==> config.mk <==
export PLATFORM = sky130hd
export DESIGN_NAME = bpcg_controller
export DESIGN_NICKNAME = d
export VERILOG_FILES = /design/src/hw/rtl/bpcg_pkg.sv /design/src/hw/rtl/bpcg_controller.sv
export SDC_FILE = /design/constraint.sdc
export NUM_CORES = 1
export LEC_CHECK = 0
export ABC_AREA = 1
export BUFFER_PORTS_ARGS = -buffer_cell sky130_fd_sc_hd__buf_2
export CAP_MARGIN = 20
export CORE_ASPECT_RATIO = 0.9
export CORE_MARGIN = 2
export CORE_UTILIZATION = 26
export CTS_CLUSTER_DIAMETER = 40
export DETAILED_ROUTE_END_ITERATION = 10
export GPL_TIMING_DRIVEN = 0
export PLACE_DENSITY = 0.54
export RECOVER_POWER = 100
export REMOVE_ABC_BUFFERS = 1
export SETUP_SLACK_MARGIN = 0.3
export SYNTH_ARGS = -nofsm -noshare
export SYNTH_HDL_FRONTEND = slang
export SYNTH_SLANG_ARGS = --single-unit
==> constraint.sdc <==
create_clock -name clock -period 4.97 [get_ports clock]
set_input_delay 0.497 -clock clock [delete_from_list [all_inputs] [get_ports clock]]
set_output_delay 0.497 -clock clock [all_outputs]
set_load 0.05 [all_outputs]
==> src/hw/rtl/bpcg_pkg.sv <==
// ---------------------------------------------------------------------------
// Baseline phasor channel generator package
// Widths, codes, command and status types and fixed-point helper functions.
// ---------------------------------------------------------------------------
`default_nettype none

package bpcg_pkg;

   localparam int MAX_CHANNELS = 64;
   localparam int CHAN_W       = $clog2(MAX_CHANNELS + 1);
   localparam int CFG_W        = 7;
   localparam int DATA_W       = 32;
   localparam int N_W          = 31;
   localparam int PROD_W       = 2 * DATA_W;
   localparam int SUM_W        = PROD_W + 1;
   localparam int MAG_W        = PROD_W;
   localparam int FRAC_SHIFT   = 30;
   localparam int DIV_PRESHIFT = 6;
   localparam int DIV_W        = MAG_W - DIV_PRESHIFT;
   localparam int DIV_CNT_W    = $clog2(DIV_W + 1);
   localparam int REQ_W        = ((8 * DATA_W + N_W + 7) / 8) * 8;
   localparam int RSP_W        = 2 * DATA_W;

   localparam logic [DATA_W-1:0] DATA_MAX = {1'b0, {(DATA_W-1){1'b1}}};
   localparam logic [DATA_W-1:0] DATA_MIN = {1'b1, {(DATA_W-1){1'b0}}};

   typedef enum logic [3:0] {
      ST_IDLE,
      ST_MUL_NUM,
      ST_SUM_NUM,
      ST_FIT_STEP,
      ST_DIVIDE,
      ST_FIT_NUM,
      ST_EMIT,
      ST_MUL_REC,
      ST_FIT_REC
   } state_type;

   typedef enum logic [1:0] {
      MUL_BASE,
      MUL_STEP,
      MUL_REC
   } mul_sel_type;

   typedef struct packed {
      logic        load;
      mul_sel_type mul_sel;
      logic        start_div;
      logic        fit_step;
      logic        fit_num;
      logic        fit_rec;
   } dp_cmd_type;

   typedef struct packed {
      logic div_busy;
   } dp_status_type;

   typedef struct packed {
      logic [DATA_W-1:0] value;
      logic              sat;
   } fit_type;

   function automatic logic [MAG_W-1:0] magnitude(input logic [SUM_W-1:0] s);
      logic [SUM_W-1:0] full;
      full = s[SUM_W-1] ? (~s + 1'b1) : s;
      return full[MAG_W-1:0];
   endfunction

   // Applies the sign to a truncated quotient magnitude and clips to 32 bits.
   function automatic fit_type clip_quotient(input logic neg, input logic [DIV_W-1:0] q);
      logic [DIV_W-1:0] pos_lim;
      logic [DIV_W-1:0] neg_lim;
      logic [DIV_W-1:0] lim;
      logic [DIV_W-1:0] clipped;
      logic [DIV_W-1:0] negated;
      fit_type          r;
      pos_lim = {{(DIV_W-DATA_W+1){1'b0}}, {(DATA_W-1){1'b1}}};
      neg_lim = pos_lim + 1'b1;
      lim     = neg ? neg_lim : pos_lim;
      r.sat   = (q > lim);
      clipped = r.sat ? lim : q;
      negated = ~clipped + 1'b1;
      r.value = neg ? negated[DATA_W-1:0] : clipped[DATA_W-1:0];
      return r;
   endfunction

   function automatic fit_type fit_shift(input logic [SUM_W-1:0] s);
      logic [MAG_W-1:0] shifted;
      shifted = magnitude(s) >> FRAC_SHIFT;
      return clip_quotient(s[SUM_W-1], shifted[DIV_W-1:0]);
   endfunction

endpackage

`default_nettype wire

==> src/hw/rtl/bpcg_controller.sv <==
// ---------------------------------------------------------------------------
// Channel sequencer
// Holds the channel count register, steps one slot through the multiply,
// divide and recurrence phases and drives the stream handshakes.
// ---------------------------------------------------------------------------
`default_nettype none

module bpcg_controller (
   input  wire logic                          clock,
   input  wire logic                          reset,
   input  wire logic                          req_tvalid,
   output logic                               req_tready,
   output logic                               rsp_tvalid,
   input  wire logic                          rsp_tready,
   output logic                               rsp_tlast,
   input  wire logic                          csr_wr_en,
   input  wire logic [bpcg_pkg::CFG_W-1:0]    csr_wr_data,
   output bpcg_pkg::dp_cmd_type               cmd,
   input  wire bpcg_pkg::dp_status_type       status
);

   bpcg_pkg::state_type state_ff, state_in;

   logic [bpcg_pkg::CFG_W-1:0]  num_ch_ff, num_ch_in;
   logic [bpcg_pkg::CHAN_W-1:0] chan_ff, chan_in;
   logic [bpcg_pkg::CHAN_W-1:0] chan_next;
   logic [bpcg_pkg::CHAN_W-1:0] nch_eff;

   always_comb begin
      if (num_ch_ff == '0) begin
         nch_eff = bpcg_pkg::CHAN_W'(1);
      end else if (num_ch_ff > bpcg_pkg::CFG_W'(bpcg_pkg::MAX_CHANNELS)) begin
         nch_eff = bpcg_pkg::CHAN_W'(bpcg_pkg::MAX_CHANNELS);
      end else begin
         nch_eff = bpcg_pkg::CHAN_W'(num_ch_ff);
      end
   end

   assign chan_next = chan_ff + 1'b1;
   assign rsp_tlast = (chan_next == nch_eff);

   always_comb begin
      state_in = state_ff;
      case (state_ff)
         bpcg_pkg::ST_IDLE: begin
            if (req_tvalid) state_in = bpcg_pkg::ST_MUL_NUM;
         end
         bpcg_pkg::ST_MUL_NUM:  state_in = bpcg_pkg::ST_SUM_NUM;
         bpcg_pkg::ST_SUM_NUM:  state_in = bpcg_pkg::ST_FIT_STEP;
         bpcg_pkg::ST_FIT_STEP: state_in = bpcg_pkg::ST_DIVIDE;
         bpcg_pkg::ST_DIVIDE: begin
            if (!status.div_busy) state_in = bpcg_pkg::ST_FIT_NUM;
         end
         bpcg_pkg::ST_FIT_NUM:  state_in = bpcg_pkg::ST_EMIT;
         bpcg_pkg::ST_EMIT: begin
            if (rsp_tready) begin
               state_in = rsp_tlast ? bpcg_pkg::ST_IDLE : bpcg_pkg::ST_MUL_REC;
            end
         end
         bpcg_pkg::ST_MUL_REC:  state_in = bpcg_pkg::ST_FIT_REC;
         bpcg_pkg::ST_FIT_REC:  state_in = bpcg_pkg::ST_EMIT;
         default:               state_in = bpcg_pkg::ST_IDLE;
      endcase
   end

   always_comb begin
      req_tready    = 1'b0;
      rsp_tvalid    = 1'b0;
      cmd.load      = 1'b0;
      cmd.mul_sel   = bpcg_pkg::MUL_BASE;
      cmd.start_div = 1'b0;
      cmd.fit_step  = 1'b0;
      cmd.fit_num   = 1'b0;
      cmd.fit_rec   = 1'b0;
      case (state_ff)
         bpcg_pkg::ST_IDLE: begin
            req_tready = 1'b1;
            cmd.load   = req_tvalid;
         end
         bpcg_pkg::ST_MUL_NUM: cmd.mul_sel = bpcg_pkg::MUL_BASE;
         bpcg_pkg::ST_SUM_NUM: begin
            cmd.mul_sel   = bpcg_pkg::MUL_STEP;
            cmd.start_div = 1'b1;
         end
         bpcg_pkg::ST_FIT_STEP: cmd.fit_step   = 1'b1;
         bpcg_pkg::ST_FIT_NUM:  cmd.fit_num    = 1'b1;
         bpcg_pkg::ST_EMIT:     rsp_tvalid     = 1'b1;
         bpcg_pkg::ST_MUL_REC:  cmd.mul_sel    = bpcg_pkg::MUL_REC;
         bpcg_pkg::ST_FIT_REC:  cmd.fit_rec    = 1'b1;
         default:               req_tready     = 1'b0;
      endcase
   end

   always_comb begin
      num_ch_in = csr_wr_en ? csr_wr_data : num_ch_ff;
      chan_in   = chan_ff;
      if (state_ff == bpcg_pkg::ST_IDLE && req_tvalid) begin
         chan_in = '0;
      end else if (state_ff == bpcg_pkg::ST_EMIT && rsp_tready && !rsp_tlast) begin
         chan_in = chan_next;
      end
   end

   always_ff @(posedge clock) begin
      if (reset) begin
         state_ff  <= bpcg_pkg::ST_IDLE;
         num_ch_ff <= bpcg_pkg::CFG_W'(1);
         chan_ff   <= '0;
      end else begin
         state_ff  <= state_in;
         num_ch_ff <= num_ch_in;
         chan_ff   <= chan_in;
      end
   end

endmodule

`default_nettype wire

# After elaboration in Yosys (flattened, before gate mapping)
# Index checks and enable logic that the tools add are counted.
[word_totals] register_bits=18 in_bits=13 out_inout_bits=10
[op_classes] n_addsub=1 order_cmp=1 muxes=15 n_eq_ne=12 n_reduce_logical=9
[ops] op="$pmux 4 s8" count=1
[ops] op="$eq 4x3->1 const B" count=4
[ops] op="$mux 7" count=2
[ops] op="$mux 4" count=3
[ops] op="$eq 4x2->1 const B" count=2
[ops] op="$add 7x1->7 const B" count=1
[ops] op="$eq 7x7->1" count=1
[ops] op="$gt 7x7->1 const B" count=1
[ops] op="$logic_not 7->1" count=1
[ops] op="$mux 1" count=7
[ops] op="$ne 2x2->1 const B" count=3
[ops] op="$eq 4x1->1 const B" count=1
[ops] op="$eq 4x4->1 const B" count=1
[ops] op="$logic_not 4->1" count=1
[ops] op="$pmux 2 s2" count=1
[ops] op="$reduce_or 2->1" count=2
[ops] op="$logic_and 1x1->1" count=3
[ops] op="$mux 3" count=1
[ops] op="$reduce_and 3->1" count=1
[ops] op="$logic_not 1->1" count=1

# Logic depth before layout (Yosys ltp)
# Gate-level depths: netlist of the first run.
[depth] word_depth=7 ltp_mapped=15 mapped_depth_nobuf=15

# Worst setup path after synthesis of the first run
# Ideal clock, no wire load.
[synth_timing] kind="register -> output" startpoint="reg state_ff[2]" endpoint="out cmd[6] (netlist name)" setup_slack_ns=2.423 n_path_buf=0 arrival_time_ns=2.050 path_stages_with_launch=6 path_cell_list="dfxtp_1 nor2_1 inv_1 nor2_1 inv_1 nor2_1"
[synth_rtl] item="start: declaration" line_no="bpcg_controller.sv:22" text="bpcg_pkg::state_type state_ff, state_in;"
[synth_rtl] item="start signal: assignment" line_no="bpcg_controller.sv:106" text="state_ff <= bpcg_pkg::ST_IDLE;"
[synth_rtl] item="start signal: assignment" line_no="bpcg_controller.sv:110" text="state_ff <= state_in;"
[synth_rtl] item="end: declaration" line_no="bpcg_controller.sv:18" text="output bpcg_pkg::dp_cmd_type cmd,"

# Final worst setup path of the first run
[layout_timing] startpoint="reg chan_ff[0] (netlist name)" endpoint="out rsp_tlast"
[layout_between] elab_chain_cells=2
[layout_lines] item="start: declaration" line_no="bpcg_controller.sv:25" text="logic [bpcg_pkg::CHAN_W-1:0] chan_ff, chan_in;"
[layout_lines] item="start signal: assignment" line_no="bpcg_controller.sv:112" text="chan_ff <= chan_in;"
[layout_lines] item="$add 7x1->7" line_no="bpcg_controller.sv:39" text="assign chan_next = chan_ff + 1'b1;"
[layout_lines] item="$eq 7x7->1" line_no="bpcg_controller.sv:40" text="assign rsp_tlast = (chan_next == nch_eff);"
[layout_lines] item="end: declaration" line_no="bpcg_controller.sv:15" text="output logic rsp_tlast,"
# No other way between the ends.

==> results of run 1 <==
-- worst reg2reg max path: cells and delay by family, from the launching register on --
family / cells / cell delay, ns
flip-flops: 1 / 0.41
AND/OR/NAND/NOR: 13 / 1.70
adder cells (fa/ha/maj): 1 / 0.31
-- state kept, by name (all words and copies together) (netlist names) --
name / cells
num_ch_ff: 7
chan_ff: 7
state_ff: 4
-- layout by cell type, fill, tap and decap left out --
cell	instances
nand3_2	1
nor3_1	6
nor2_2	3
clkinv_2	1
nand2_2	2
nand4_1	2
nor2_1	35
inv_2	2
nand2_4	1
nand2_1	50
inv_1	28
clkbuf_8	4
nor3_4	1
buf_2	11
clkinv_1	1
o21ai_1	1
nand3_1	21
dfxtp_1	18
o21ai_2	1
clkbuf_1	11
ha_1	1
o21ai_0	10
a21oi_1	7
-- through the flow --
stage / instances / utilization / area, um2
2_1_floorplan: 192 / - / 1170
3_3_place_gp: 276 / 0.305 / 1350
3_5_place_dp: 276 / 0.305 / 1350
4_1_cts: 280 / 0.318 / 1410
5_1_grt: 280 / 0.306 / 1360
6_report: 280 / 0.306 / 1360
-- kinds of logic (layout without fill, tap and decap cells) --
| kind of cell | count (synthesis) | count (layout) |
|---|---|---|
| buffers and inverters | 34 | 58 |
| adder cells (fa/ha/maj) | 1 | 1 |
| AND/OR/NAND/NOR | 122 | 122 |
| AO/OA/AOI/OAI | 19 | 19 |
| flip-flops | 18 | 18 |
-- worst max-delay path by stage --
stage / from / to / slack, ns / cells after the start
floorplan: state_ff[2]$_SDFFE_PP0P_ / cmd[3] / 1.92 / 3
global placement: chan_ff[0]$_SDFFE_PP0P_ / rsp_tlast / 2.81 / 10
detailed placement: chan_ff[0]$_SDFFE_PP0P_ / rsp_tlast / 2.81 / 10
CTS: chan_ff[0]$_SDFFE_PP0P_ / rsp_tlast / 2.52 / 10
global route: chan_ff[0]$_SDFFE_PP0P_ / rsp_tlast / 2.00 / 10
finish: chan_ff[0]$_SDFFE_PP0P_ / rsp_tlast / 2.28 / 10
-- final cells by class --
class,instances,area (um2),share of cell area
multi-input combinational,142,647,0.476
sequential,18,360,0.265
inverter,32,121,0.0894
timing repair buffer,22,96.3,0.0710
tap,62,77.6,0.0571
clock buffer,4,55.1,0.0406
-- layer usage --
| layer | share of wire | up-vias | global-route usage |
|---|---|---|---|
| met5 | 0 | - | 0 |
| met3 | 0.033 | 2 | 0.0265 |
| li1 | - | 655 | - |
| met1 | 0.52 | 484 | 0.152 |
| met4 | 0.0075 | 0 | 0.0263 |
| met2 | 0.44 | 16 | 0.193 |
-- power by group through the flow --
stage                     Combinational, uW  Sequential [uW]  Clock [uW]
after floorplan                        76.2              160           0
after global routing                    105              160         132
after global placement                 97.9              162           0
final                                  93.4              159         123
after detailed placement               97.8              162           0
after CTS                              98.2              159         127
==> impl_metrics.ini, run 1 <==
[setup_path]
max_stage_delay_ns = 0.45
crit_path_top_delay_cell = clkbuf_1
worstSetupEndpointType = output port
rr_worst_depth = 14
critPathLaunchType = flip-flop
cp_max_fo = 6
critPathKind = reg2out
path_cells = ha_1 -> nand2_4 -> nor2_1 -> nand3_1 -> nand3_1 -> nand3_1 -> nor2_2 -> nand2_1 -> inv_1 -> clkbuf_1
cp.arrival_ns = 2.19
worstPathRequired_ns = 4.47
r2r_slack_ns = 2.44
path_common_cell = nand3_1
path_delay_family = simple AND/OR/NAND/NOR gates
cp_num_buf_inv = 2
rr_endpoint = chan_ff[5]$_SDFFE_PP0P_
r2r-start = chan_ff[0]$_SDFFE_PP0P_

[hold_path]
hold_path_class = in2reg
hold_end = state_ff[0]$_SDFFE_PP0P_
hp-start = reset
min_path_cells = 2

[timing]
setup_ws_ns = 2.28
min_period_ns = 2.69
finalHoldViolCount = 0
finalSetupViolCount = 0
rsz0062_at_grt = no
hold-worst-slack_ns = 0.453
worst_pin_slew_ns = 0.655
max_freq_mhz = 372
relSlewSlack = 0.561
post-route-period-util = 0.541
fin_setup_tns_ns = 0
fin_worst_skew_ns = 0.00430
maxSlewViolCount = 0

[synth]
synthSimpleGateAreaFrac = 0.480
seq_area_frac_synth = 0.304
post-synth-top-area-cell = dfxtp_1
synth_top_family_by_area = simple AND/OR/NAND/NOR gates
synth.area.mux_share = 0
yosys_warnings = 0
syn-cell-area_mm2 = 0.00118
synth_common_cells = nand2_1 (48), nor2_1 (33), inv_1 (28), nand3_1 (21), dfxtp_1 (18)
ys_seq_elements = 18
synth_compound_area_frac = 0.0866
syn_avg_cell_area_um2 = 6.11
synthTopCellsByArea = dfxtp_1 (30%), nand2_1 (15%), nor2_1 (10%)
synthAdderAreaFrac = 0.0106
yosysMostFrequentCell = nand2_1
synth_xor_area_frac = 0
synth_edf_count = 0
async_flop_share = 0
yosys_most_used_dff = dfxtp_1
synth_top_area_share = 0.304
netlist_instances = 194
yosys.cell_types.count = 25

[place]
dp_worst_setup_slack_ns = 2.81
portBuffers = 22
place_congestion = 0.803
dp_hpwl_um = 2080

[power]
pwr-share-comb = 0.249
pwr-share-seq = 0.423
p_sw_frac = 0.342
power.total_uw = 375
leakage_uw = 0.000647
power_density_mw_per_mm2 = 276
vdd_drop_max_mv = 0.141
p_int_uw = 247
power_switching_uw = 128
p_clk_frac = 0.328

[routing]
drc = 0
first_pass_iters = 4
drtIter0Drc = 48
wirelength_um = 2670
vias_per_cell = 4.13
vias = 1157
wl_per_cell_um = 9.54
antenna_left = 0

[floorplan]
die_area_mm2 = 0.00511
die_h_um = 68.0
initial_core_util = 0.267
core_mm2 = 0.00443
num_rows = 23
num_io_pins = 23
dieWidth_um = 75.2

[clock_tree]
clk_latency_ns = 0.26
cts_buffers = 3
clkTransAtPathRegs_ns = 0.08
cts_tree = built
postCtsSetupBuffers = 0
cts.sinks = 18
cts_resized = 0
cts.path.max_buffers = 2
cts_root_buffer = clkbuf_8
cts.hold.buffers_added = 0
htreeDepth = 1

[job]
maxCapViolations = 0

[grt]
globalRouteTotalUtil = 0.116
grt_pass1_vias = 1076
grt_pass1_wl_um = 4600
grt-ovfl-total = 0
grt_max_degree = 11
antenna_found_initial = 0

[finish]
fill_cells = 535
layout-drive-gt1-share = 0.124
antenna_cells = 0
final_nets = 233
syn2layout_area_growth_pct = 14.6

[run_status]
status = completed
Note: power is estimated with default switching activity, not from simulation.
==> inputs of run 2 (changes only) <==
==> constraint.sdc (replaced) <==
create_clock -name clock -period 2.6 [get_ports clock]
set_input_delay 0.26 -clock clock [delete_from_list [all_inputs] [get_ports clock]]
set_output_delay 0.26 -clock clock [all_outputs]
set_load 0.05 [all_outputs]
==> run 2 against run 1 <==
  * Flip-flop and latch count did not move
  * Clock power rose by 93%
  * Count of clock-buffer cells in the layout did not move
  * Setup slack got worse by 1.9 ns
  * Cell area rose by 1.7%
  * Cell count did not move
  * Highest routed layer unchanged
==> impl_metrics.ini, run 2 (synthesis results as in run 1) <==
[setup_path]
critPathKind = reg2out
rr_endpoint = chan_ff[5]$_SDFFE_PP0P_
crit_path_top_delay_cell = dfxtp_1
r2r_slack_ns = 0.43
worstSetupEndpointType = output port
max_stage_delay_ns = 0.40
r2r-start = chan_ff[1]$_SDFFE_PP0P_
cp_max_fo = 5
path_common_cell = nand3_1
rr_worst_depth = 14
cp.arrival_ns = 1.95
worstPathRequired_ns = 2.34
path_cells = ha_1 -> nand2_1 -> nor2_4 -> nand3_1 -> nand3_1 -> nand3_1 -> nor2_2 -> nand2_1 -> inv_1 -> clkbuf_2
critPathLaunchType = flip-flop

[timing]
min_period_ns = 2.21
max_freq_mhz = 452
fin_setup_tns_ns = 0
post-route-period-util = 0.850
setup_ws_ns = 0.390
relSlewSlack = 0.605
finalSetupViolCount = 0
maxSlewViolCount = 0
worst_pin_slew_ns = 0.595
fin_worst_skew_ns = 0.00519
rsz0062_at_grt = no
finalHoldViolCount = 0

[place]
dp_worst_setup_slack_ns = 0.654
dpl_cell_area_mm2 = 0.00135
dp_hpwl_um = 2080
place_congestion = 0.803
portBuffers = 22

[job]
maxCapViolations = 0

[floorplan]
num_rows = 23
core_mm2 = 0.00443
die_area_mm2 = 0.00511
die_h_um = 68.0
num_io_pins = 23
initial_core_util = 0.267
dieWidth_um = 75.2

[power]
p_sw_frac = 0.345
p_int_uw = 472
leakage_uw = 0.000650
pwr-share-comb = 0.251
power_density_mw_per_mm2 = 522
power_switching_uw = 249
p_clk_frac = 0.328
pwr-share-seq = 0.421
power.total_uw = 721
vdd_drop_max_mv = 0.270

[hold_path]
min_path_cells = 2
hold_end = state_ff[0]$_SDFFE_PP0P_
hold_path_class = in2reg
hp-start = reset

[clock_tree]
cts_root_buffer = clkbuf_8
htreeDepth = 1
clk_latency_ns = 0.26
cts.path.max_buffers = 2
cts.sinks = 18
cts.hold.buffers_added = 0
cts_buffers = 3
cts_tree = built
cts_resized = 0
postCtsSetupBuffers = 0
clkTransAtPathRegs_ns = 0.08

[finish]
final_nets = 233
most-common-layout-cells = nand2_1 (51), nor2_1 (33), inv_1 (28)
top_regs = chan_ff (7), num_ch_ff (7), state_ff (4)
layout-drive-gt1-share = 0.142
syn2layout_area_growth_pct = 16.5
final_area_mm2 = 0.00138
final_common_cell = nand2_1
antenna_cells = 0

[routing]
vias = 1165
drc = 0
wl_per_cell_um = 9.77
drtIter0Drc = 55
first_pass_iters = 4
wirelength_um = 2740
antenna_left = 0
vias_per_cell = 4.16

[grt]
grt_max_degree = 11
grt_pass1_wl_um = 4600
antenna_found_initial = 0
grt_pass1_vias = 1076
globalRouteTotalUtil = 0.116
grt-ovfl-total = 0

[run_status]
status = completed
## run 2: power by group through the flow
stage | Clock (uW) | Combinational, uW | Sequential [uW]
4_1_cts | 243 | 188 | 304
2_1_floorplan | 0 | 146 | 306
3_5_place_dp | 0 | 187 | 310
3_3_place_gp | 0 | 187 | 310
5_1_grt | 252 | 202 | 306
6_report | 237 | 181 | 303
## run 2: area by class of cell
cell class              count  area, um2
clock buffers               4       55.1
multi-input cells         142        667
well taps                  62       77.6
fillers                   534       3050
repair buffers             22       97.6
inverters                  32        121
flip-flops and latches     18        362
## run 2: worst max-delay path: cells and delay by family, from the launching register on
kind / cells / cell delay [ns]
flops: 1 / 0.40
buf+inv: 2 / 0.32
fa+ha+maj: 1 / 0.25
simple gates: 7 / 0.72
## run 2: stage by stage
step,hold slack [ns],utilization,instances
finish,0.214,0.311,280
global route,0.228,0.311,280
CTS,0.213,0.318,280
detailed placement,0.486,0.305,276
global placement,0.465,0.305,276
floorplan,0.329,-,192
## run 2: how the worst max path moves through the flow
| stage | start | end | cells past startpoint |
|---|---|---|---|
| 2_1_floorplan | state_ff[2]$_SDFFE_PP0P_ | cmd[3] | 3 |
| 3_3_place_gp | chan_ff[0]$_SDFFE_PP0P_ | chan_ff[5]$_SDFFE_PP0P_ | 14 |
| 3_5_place_dp | chan_ff[0]$_SDFFE_PP0P_ | chan_ff[5]$_SDFFE_PP0P_ | 14 |
| 4_1_cts | chan_ff[0]$_SDFFE_PP0P_ | rsp_tlast | 10 |
| 5_1_grt | chan_ff[1]$_SDFFE_PP0P_ | chan_ff[1]$_SDFFE_PP0P_ | 13 |
| 6_report | chan_ff[1]$_SDFFE_PP0P_ | rsp_tlast | 10 |
## run 2: per-layer routing
| layer | part of all wire | wire [um] | vias to the layer above | global-route usage |
|---|---|---|---|---|
| met5 | 0 | 0 | - | 0 |
| met4 | 0.0073 | 20 | 0 | 0.0263 |
| met3 | 0.036 | 98 | 2 | 0.0265 |
| met2 | 0.44 | 1210 | 22 | 0.193 |
| met1 | 0.51 | 1410 | 485 | 0.152 |
| li1 | - | - | 656 | - |
==> inputs of run 3 (changes only) <==
--- a/config.mk
+++ b/config.mk
@@ -8,13 +8,15 @@
 export ABC_AREA = 1
 export BUFFER_PORTS_ARGS = -buffer_cell sky130_fd_sc_hd__buf_2
 export CAP_MARGIN = 20
+export CELL_PAD_IN_SITES_DETAIL_PLACEMENT = 1
+export CELL_PAD_IN_SITES_GLOBAL_PLACEMENT = 1
 export CORE_ASPECT_RATIO = 0.9
 export CORE_MARGIN = 2
-export CORE_UTILIZATION = 26
+export CORE_UTILIZATION = 37
 export CTS_CLUSTER_DIAMETER = 40
 export DETAILED_ROUTE_END_ITERATION = 10
 export GPL_TIMING_DRIVEN = 0
-export PLACE_DENSITY = 0.54
+export PLACE_DENSITY = 0.88
 export RECOVER_POWER = 100
 export REMOVE_ABC_BUFFERS = 1
 export SETUP_SLACK_MARGIN = 0.3
==> run 3 against run 2 <==
  * Largest cell class unchanged
  * Setup slack worse by 0.058 ns
  * Cell area down 3.0%
  * Hold slack got worse by 0.035 ns
  * Critical path type unchanged
==> impl_metrics.ini, run 3 (synthesis results as in run 1) <==
[run_status]
status = completed

[place]
dpl_cell_area_mm2 = 0.00133
dp_hpwl_um = 2370
place_congestion = 0.838
portBuffers = 22
dp_worst_setup_slack_ns = 0.614

[setup_path]
cp.arrival_ns = 2.01
r2r-start = chan_ff[0]$_SDFFE_PP0P_
critPathKind = reg2out
cp_max_fo = 6
path_common_cell = nand3_1
cp_num_buf_inv = 2
worstSetupEndpointType = output port
critPathLaunchType = flip-flop
crit_path_start = chan_ff[0]$_SDFFE_PP0P_
rr_endpoint = chan_ff[0]$_SDFFE_PP0P_
max_stage_delay_ns = 0.45
crit_end = rsp_tlast
crit_path_top_delay_cell = dfxtp_1
path_delay_family = simple AND/OR/NAND/NOR gates
r2r_slack_ns = 0.37
worstPathRequired_ns = 2.34
path_cells = ha_1 -> nand2_1 -> nor2_4 -> nand3_1 -> nand3_1 -> nand3_1 -> nor2_2 -> nand2_2 -> inv_1 -> clkbuf_4
rr_worst_depth = 13
path_depth = 10

[power]
p_sw_frac = 0.360
pwr-share-seq = 0.458
leakage_uw = 0.000643
power_switching_uw = 239
power_density_mw_per_mm2 = 496
vdd_drop_max_mv = 0.288
pwr-share-comb = 0.278
p_clk_frac = 0.264
p_int_uw = 424

[floorplan]
die_h_um = 57.7
dieWidth_um = 63.7
die_area_mm2 = 0.00367
num_io_pins = 23
initial_core_util = 0.386
num_rows = 19
core_mm2 = 0.00307

[routing]
wirelength_um = 2860
first_pass_iters = 4
drc = 0
wl_per_cell_um = 11.0
vias = 1241
antenna_left = 0
vias_per_cell = 4.77
drtIter0Drc = 22

[grt]
antenna_found_initial = 0
grt_pass1_wl_um = 4970
grt_pass1_vias = 1144
globalRouteTotalUtil = 0.170
grt_max_degree = 11
grt-ovfl-total = 0

[timing]
rsz0062_at_grt = no
max_freq_mhz = 441
fin_worst_skew_ns = 0.00293
finalHoldViolCount = 0
min_period_ns = 2.27
post-route-period-util = 0.873
setup_ws_ns = 0.331
relSlewSlack = 0.604
worst_pin_slew_ns = 0.597
fin_setup_tns_ns = 0
finalSetupViolCount = 0
maxSlewViolCount = 0

[finish]
top_regs = chan_ff (7), num_ch_ff (7), state_ff (4)
syn2layout_area_growth_pct = 13.0
final_common_cell = nand2_1
layout-drive-gt1-share = 0.142
fin_util = 0.437
regArea_um2 = 362
antenna_cells = 0
final_nets = 233
fill_cells = 452
final_area_mm2 = 0.00134
most-common-layout-cells = nand2_1 (51), nor2_1 (33), inv_1 (28)
multi_input_area_um2 = 667

[clock_tree]
cts.path.max_buffers = 2
htreeDepth = 1
cts.hold.buffers_added = 0
clkTransAtPathRegs_ns = 0.10
cts_tree = built
cts.sinks = 18
cts_root_buffer = clkbuf_4
clk_latency_ns = 0.29
postCtsSetupBuffers = 0
cts_buffers = 3

[hold_path]
hold_path_class = in2reg

[job]
maxCapViolations = 0
[run 3: layout make-up]
cell class	count	share of cell area
inverters	32	0.0907
multi-input cells	142	0.498
flip-flops and latches	18	0.270
clock buffers	4	0.0271
repair buffers	22	0.0748
well taps	42	0.0393
[run 3: worst register-to-register path, stage by stage, from the launching register on]
cell and delay (ns):
dfxtp_1 0.45, ha_1 0.27, nand2_1 0.15, nor2_4 0.15, nand2_1 0.08, nand2_1 0.08, nand3_1 0.07, nand3_1 0.10
nor2_2 0.04, nand2_2 0.06, nand2_1 0.26, nor2_8 0.26, nand2_1 0.09, a21oi_2 0.12
[run 3: power by group through the flow]
| stage | logic (uW) | registers [uW] | clock network (uW) |
|---|---|---|---|
| 2_1_floorplan | 146 | 306 | 0 |
| 3_3_place_gp | 186 | 310 | 0 |
| 3_5_place_dp | 190 | 311 | 0 |
| 4_1_cts | 191 | 304 | 184 |
| 5_1_grt | 208 | 307 | 196 |
| 6_report | 184 | 304 | 175 |
[run 3: worst min path at each step]
stage	start	slack [ns]	cells past startpoint	endpoint
floorplan	reset	0.33	1	state_ff[1]$_SDFFE_PP0P_
global placement	num_ch_ff[4]$_SDFFE_PP0P_	0.47	2	num_ch_ff[4]$_SDFFE_PP0P_
detailed placement	num_ch_ff[4]$_SDFFE_PP0P_	0.48	2	num_ch_ff[4]$_SDFFE_PP0P_
CTS	csr_wr_data[3]	0.17	3	num_ch_ff[3]$_SDFFE_PP0P_
global route	reset	0.19	2	state_ff[1]$_SDFFE_PP0P_
finish	reset	0.18	2	state_ff[0]$_SDFFE_PP0P_
[run 3: stage by stage]
stage	cells	hold slack (ns)	power, uW
2_1_floorplan	192	0.329	452
3_3_place_gp	256	0.466	496
3_5_place_dp	256	0.482	501
4_1_cts	260	0.171	679
5_1_grt	260	0.190	711
6_report	260	0.179	663
[run 3: routing by layer]
layer  up-vias  global-route usage  part of all wire
met5         -                   0                 0
met4         0              0.0466             0.010
met3         4              0.0175             0.026
met2        19               0.286              0.46
met1       560               0.235              0.50
li1        658                   -                 -
[run 3: repair_timing]
| action | 4_1_cts | 5_1_grt |
|---|---|---|
| gates cloned | 0 | 0 |
| setup endpoints to repair | 1 | 1 |
| gates resized for setup | 1 | 3 |
